### config.mk
export PLATFORM = sky130hd
export DESIGN_NAME = sactl_way_ctrl
export DESIGN_NICKNAME = d
export VERILOG_FILES = /design/src/hw/rtl/sactl_pkg.sv /design/src/hw/rtl/sactl_way_ctrl.sv
export SDC_FILE = /design/constraint.sdc
export NUM_CORES = 1
export LEC_CHECK = 0
export ABC_AREA = 1
export BUFFER_PORTS_ARGS = -buffer_cell sky130_fd_sc_hd__clkbuf_2
export CAP_MARGIN = 15
export CORE_MARGIN = 2
export CORE_UTILIZATION = 25
export DETAILED_ROUTE_END_ITERATION = 10
export REMOVE_ABC_BUFFERS = 1
export SLEW_MARGIN = 0
export SYNTH_ARGS = -nofsm -noshare
export SYNTH_HDL_FRONTEND = slang
export SYNTH_SLANG_ARGS = --single-unit
### constraint.sdc
create_clock -name vclk -period 4.6
set_input_delay 0.46 -clock vclk [all_inputs]
set_output_delay 0.46 -clock vclk [all_outputs]
set_load 0.05 [all_outputs]
### src/hw/rtl/sactl_pkg.sv
// Shared types, codes and the byte-enable decoder of the cache tag controller.
package sactl_pkg;

  localparam int unsigned InDataW  = 48;
  localparam int unsigned OutDataW = 80;

  localparam logic [1:0] StatusErr  = 2'd0;
  localparam logic [1:0] StatusMiss = 2'd1;
  localparam logic [1:0] StatusHit  = 2'd2;

  localparam logic [1:0] WidthByte   = 2'd0;
  localparam logic [1:0] WidthHalf   = 2'd1;
  localparam logic [1:0] WidthWord   = 2'd2;
  localparam logic [1:0] WidthDouble = 2'd3;

  typedef struct packed {
    logic       ok;
    logic [2:0] lane;
    logic [1:0] wcode;
  } be_dec_t;

  typedef struct packed {
    logic hit;
    logic fill;
    logic touch;
  } lookup_t;

  function automatic be_dec_t decode_be(input logic [7:0] be);
    be_dec_t d;
    d = '{ok: 1'b1, lane: 3'd0, wcode: WidthDouble};
    unique case (be)
      8'h01: begin d.lane = 3'd0; d.wcode = WidthByte; end
      8'h02: begin d.lane = 3'd1; d.wcode = WidthByte; end
      8'h04: begin d.lane = 3'd2; d.wcode = WidthByte; end
      8'h08: begin d.lane = 3'd3; d.wcode = WidthByte; end
      8'h10: begin d.lane = 3'd4; d.wcode = WidthByte; end
      8'h20: begin d.lane = 3'd5; d.wcode = WidthByte; end
      8'h40: begin d.lane = 3'd6; d.wcode = WidthByte; end
      8'h80: begin d.lane = 3'd7; d.wcode = WidthByte; end
      8'h03: begin d.lane = 3'd0; d.wcode = WidthHalf; end
      8'h0C: begin d.lane = 3'd1; d.wcode = WidthHalf; end
      8'h30: begin d.lane = 3'd2; d.wcode = WidthHalf; end
      8'hC0: begin d.lane = 3'd3; d.wcode = WidthHalf; end
      8'h0F: begin d.lane = 3'd0; d.wcode = WidthWord; end
      8'hF0: begin d.lane = 3'd1; d.wcode = WidthWord; end
      8'hFF: begin d.lane = 3'd0; d.wcode = WidthDouble; end
      default: d.ok = 1'b0;
    endcase
    return d;
  endfunction

endpackage

### src/hw/rtl/sactl_way_ctrl.sv
// Tag compare, oldest-way search and age update for one set row.
module sactl_way_ctrl import sactl_pkg::*; #(
  parameter int WAY_BITS = 2,
  parameter int TAG_W    = 16
) (
  input  logic [(1<<WAY_BITS)-1:0]                                    valid_i,
  input  logic [(1<<WAY_BITS)-1:0][TAG_W-1:0]                         tag_i,
  input  logic [(1<<WAY_BITS)-1:0][((WAY_BITS > 0) ? WAY_BITS : 1)-1:0] age_i,
  input  logic [TAG_W-1:0]                                            lookup_tag_i,
  input  logic                                                        is_write_i,
  output logic [((WAY_BITS > 0) ? WAY_BITS : 1)-1:0]                  way_o,
  output lookup_t                                                     res_o,
  output logic [(1<<WAY_BITS)-1:0]                                    valid_o,
  output logic [(1<<WAY_BITS)-1:0][TAG_W-1:0]                         tag_o,
  output logic [(1<<WAY_BITS)-1:0][((WAY_BITS > 0) ? WAY_BITS : 1)-1:0] age_o
);

  localparam int NumWays = 1 << WAY_BITS;
  localparam int WayW    = (WAY_BITS > 0) ? WAY_BITS : 1;
  localparam logic [WayW-1:0] AgeMask = WayW'(NumWays - 1);

  logic [NumWays-1:0] match;
  logic [WayW-1:0]    lru;
  logic [WayW-1:0]    hit_way;
  logic [WayW-1:0]    cur_age;
  logic               found;

  always_comb begin
    for (int w = 0; w < NumWays; w++) begin
      match[w] = valid_i[w] && (tag_i[w] == lookup_tag_i);
    end
  end

  // Oldest way, lowest index wins ties; first matching way on a hit.
  always_comb begin
    lru     = '0;
    hit_way = '0;
    found   = 1'b0;
    for (int w = 0; w < NumWays; w++) begin
      if (age_i[w] > age_i[lru]) lru = WayW'(w);
      if (!found && match[w]) begin
        found   = 1'b1;
        hit_way = WayW'(w);
      end
    end
  end

  assign way_o       = found ? hit_way : lru;
  assign res_o.hit   = found;
  assign res_o.fill  = !is_write_i && !found;
  assign res_o.touch = found || !is_write_i;
  assign cur_age     = age_i[way_o];

  always_comb begin
    valid_o = valid_i;
    tag_o   = tag_i;
    age_o   = age_i;
    if (res_o.touch) begin
      for (int w = 0; w < NumWays; w++) begin
        if (age_i[w] < cur_age) age_o[w] = (age_i[w] + WayW'(1)) & AgeMask;
      end
      age_o[way_o] = '0;
    end
    if (res_o.fill) begin
      tag_o[way_o]   = lookup_tag_i;
      valid_o[way_o] = 1'b1;
    end
  end

endmodule

; ---- Word-level counts from Yosys, hierarchy flattened
; Index checks and enable logic that the tools add are counted.
; Widths: inputs -> output; s select.
[word_totals]
inputBits = 93
output_inout_bits = 81
n_memories = 0
latchBits = 0
romBits = 0
mem_bits_rw = 0
word_cells = 72
register_bits = 0
[op_classes]
multipliers = 0
bitwise_logic = 3
reduce_logical = 15
div_mod_pow = 0
n_eq_ne = 4
order_cmp = 11
n_addsub = 4
muxes = 35
shift = 0
[op_table]
columns = op, n
row1 = $bwmux 64, 1
row2 = $eq 16x16->1, 4
row3 = $mux 64, 1
row4 = $mux 2, 17
row5 = $demux 16 s2, 1
row6 = $mux 16, 1
row7 = $bmux 2 s2, 3
row8 = $logic_and 1x1->1, 9
row9 = $lt 2x3->1 const B, 3
row10 = $add 2x1->2 const B, 4
row11 = $and 8x8->8, 1
row12 = $lt 2x2->1, 4
row13 = $mux 8, 1
row14 = $not 8->8, 1
row15 = $mux 1, 7
row16 = $gt 2x2->1, 3
row17 = $logic_not 1->1, 5
row18 = $demux 2 s2, 1
row19 = $mux 4, 1
row20 = $or 4x4->4, 1
row21 = $demux 1 s2, 1
row22 = $ge 2x1->1 const B, 1
row23 = $logic_or 1x1->1, 1

; ---- Longest topological paths before layout
[logic_depth]
depth_word = 20
mapped_depth = 29
ltp_nobuf = 29

; ---- Worst setup path after synthesis
; Ideal clock, no wire load.
[synth_timing]
path_kind = input-to-output
from = in age_i[1] (netlist name)
to = out age_o[5] (netlist name)
stages = 27
arrival_time_ns = 5.196
n_path_buf = 0
path_slack_ns = -1.056
t_required_ns = 4.140
path_cell_list = inv_1 > ha_1 > nor2_1 > nor2_1 > a21oi_1 > nand2_1 > o21ai_0 > ha_1 > nor2_1 > o21ai_0 > o211ai_1 > o21ai_0 > ha_1 > inv_1 > nor2_1 > o21ai_0 > nand4_1 > nand2_2 > inv_4 > nand2_2 > inv_2 > a221oi_1 > ha_1 > nor3_1 > nand2_1 > xor2_1 > a21oi_1
[synth_lines]
columns = item, line
row1 = from (decl), sactl_way_ctrl.sv:8  ; input logic [(1<<WAY_BITS)-1:0][((WAY_BITS > 0) ? WAY_BITS : 1)-1:0] age_i,
row2 = to (decl), sactl_way_ctrl.sv:15  ; output logic [(1<<WAY_BITS)-1:0][((WAY_BITS > 0) ? WAY_BITS : 1)-1:0] age_o

==> flow_summary.ini <==
[die]
rows = 39
die_h_um = 113
io_pins = 174
fp.dieArea_mm2 = 0.0128
core_mm2 = 0.0115
start_util_pct = 25.8
die_w_um = 113

[worst_hold_path]
min_from = valid_i[0]
whs_path_depth = 4
hp-class = in -> out

[synth]
synthesis.instances = 644
netlist_top_cells_count = nand2_1, inv_1, nor2_1
synth_seq_area_share_pct = 0
ys_warn_count = 0
synth.most_common_cell = nand2_1
ys_top_cells_by_area = nand2_1, o21ai_1, inv_1
synth_area_mm2 = 0.00297
yosysTopAreaCellShare_pct = 36.1
yosys.area.top_type = nand2_1
yosysUniqueCellTypes = 32
synth_area_per_cell_um2 = 4.61

[placed_design]
place.port_buffers = 174
place_inst = 972
post-dp-hpwl_mm = 12.1
gp_congestion = 0.930

[flow_run]
cap_violations = 0

[setup_path]
end_kind = output pin
critical-path-max-stage-delay_ns = 0.30
cpMaxStageDelayCell = a221oi_4
worst-path-max-fanout = 6
timing_worst_setup_path_type = in -> out
crit_start = age_i[3]
worstPathArrival_ns = 4.21
cp_data_required_time_ns = 4.14
path_common_cell = nand2_1
critPathLaunchType = input pin

[routing]
drt-initial-drc-count = 276
wl_per_cell_um = 15.1
vias_per_cell = 4.76
drt_pass1_iterations = 8
vias = 4664
drc_errors = 6
ant_nets = 0
routed_wirelength_mm = 14.8

[sta]
fmax_ghz = 0.214
fin_setup_tns_ns = -0.103
relSlewSlack_pct = 71.0
drv_slew = 0
period_share_pct = 102
fin_ws_ns = -0.0718
hold_viol = 0
period_minus_slack_ns = 4.67
worstMarginPinSlew_ns = 0.431
setup_viol = 3
rsz0062_at_grt = yes

[final_layout]
n_antenna_cell = 0
fin_nets = 943
numSequentialCells = 0
area_delta_synth_final_pct = 84.7
seq_area_um2 = 0
drive_above_1_share_pct = 34.3
finalNonFillerCells = 980
clock_buffers = 0

[global_routing]
antenna_found_initial = 0
grtUsageTotal_pct = 22.1
grt_max_degree = 34
grt_pass1_vias = 4421
grt_pass1_wl_mm = 22.8
overflow = 0

[clock_tree]
postCtsHoldBufs = 0

[pwr]
ir_worst_vdd_mv = 0.143
pwr_density_cell_mw_per_mm2 = 346
finalPower_w = 0.00189
p_leak_nw = 3.14

[outcome]
violations = DRC, setup timing
status = finished with violations
worst max-delay path, delay by kind of cell:
family / cells / cell delay (ns)
and+or+nand+nor: 12 / 1.00
AOI/OAI and AO/OA: 7 / 0.91
buffers and inverters: 7 / 0.74
adders and majority gates: 4 / 0.92
xor gates and xnor gates: 1 / 0.19
power breakdown:
part	switching [W]	leakage [nW]	internal [W]
Sequential	0	0	0
Clock	0	0	0
Combinational	0.00110	3.14	0.000792
Total	0.00110	3.14	0.000792
layout make-up:
cell class,count,area (um2)
multi-input cells,535,2720
inverters,95,374
well taps,143,179
fillers,1189,6040
repair buffers,207,2210
path summary, 6_finish.rpt:
kind	end	slack (ns)
worst min-delay path	valid_o[0]	1.31
worst max-delay path	age_o[5]	-0.07
cell families (layout without fill, tap and decap cells):
| group | after synthesis | in the layout | synth area share [%] |
|---|---|---|---|
| XOR/XNOR | 13 | 13 | 3.84 |
| adder cells (fa/ha/maj) | 11 | 11 | 4.64 |
| AO/OA/AOI/OAI | 87 | 87 | 14.9 |
| buffers and inverters | 109 | 302 | 15.6 |
| AND/OR/NAND/NOR | 424 | 424 | 61.0 |
layer usage:
layer	vias up	share of wire (%)	track usage [%]
met5	-	0	0
met1	2036	40	28.3
met4	0	2.5	5.93
met3	28	8.8	3.21
li1	2404	-	-
met2	196	48	38.8
cell usage in the layout (no fill, tap or decap), types with 3 or more instances in the layout:
master / Yosys / final
buf_4: 3 / 32
o21ai_1: 68 / 70
inv_4: 1 / 3
inv_1: 72 / 67
clkbuf_2: 0 / 99
nand2_4: 3 / 6
buf_12: 0 / 69
o21ai_2: 0 / 3
nand3_1: 19 / 19
nor3_1: 7 / 4
a21oi_2: 0 / 4
ha_4: 0 / 5
xnor2_1: 6 / 6
nor2_1: 69 / 65
inv_2: 22 / 23
nor2_4: 2 / 4
xor2_1: 7 / 7
a21oi_1: 8 / 4
nand2_2: 9 / 13
nor3b_1: 3 / 3
nand2_1: 285 / 278
nor2_2: 2 / 4
nand4_1: 14 / 14
or2_1: 4 / 4
buf_8: 0 / 3
ha_1: 11 / 4
timing repair:
action | 4_1_cts | 5_1_grt
setup endpoints to repair | 13 | 8
pin swaps | 22 | 26
resized for setup | 30 | 50
buffers inserted | 4 | 5
cloned | 0 | 0
stage by stage:
stage | hold slack, ns | cell area, um2 | setup slack (ns) | util [%]
2_1_floorplan | 0.979 | 2860 | -1.06 | -
4_1_cts | 1.32 | 5280 | -0.0114 | 45.8
5_1_grt | 1.33 | 5480 | -0.333 | 47.6
3_5_place_dp | 1.32 | 5120 | -0.682 | 44.5
6_report | 1.31 | 5480 | -0.0718 | 47.6
3_3_place_gp | 1.31 | 5120 | -0.551 | 44.5
(Power assumes the default switching activity.)
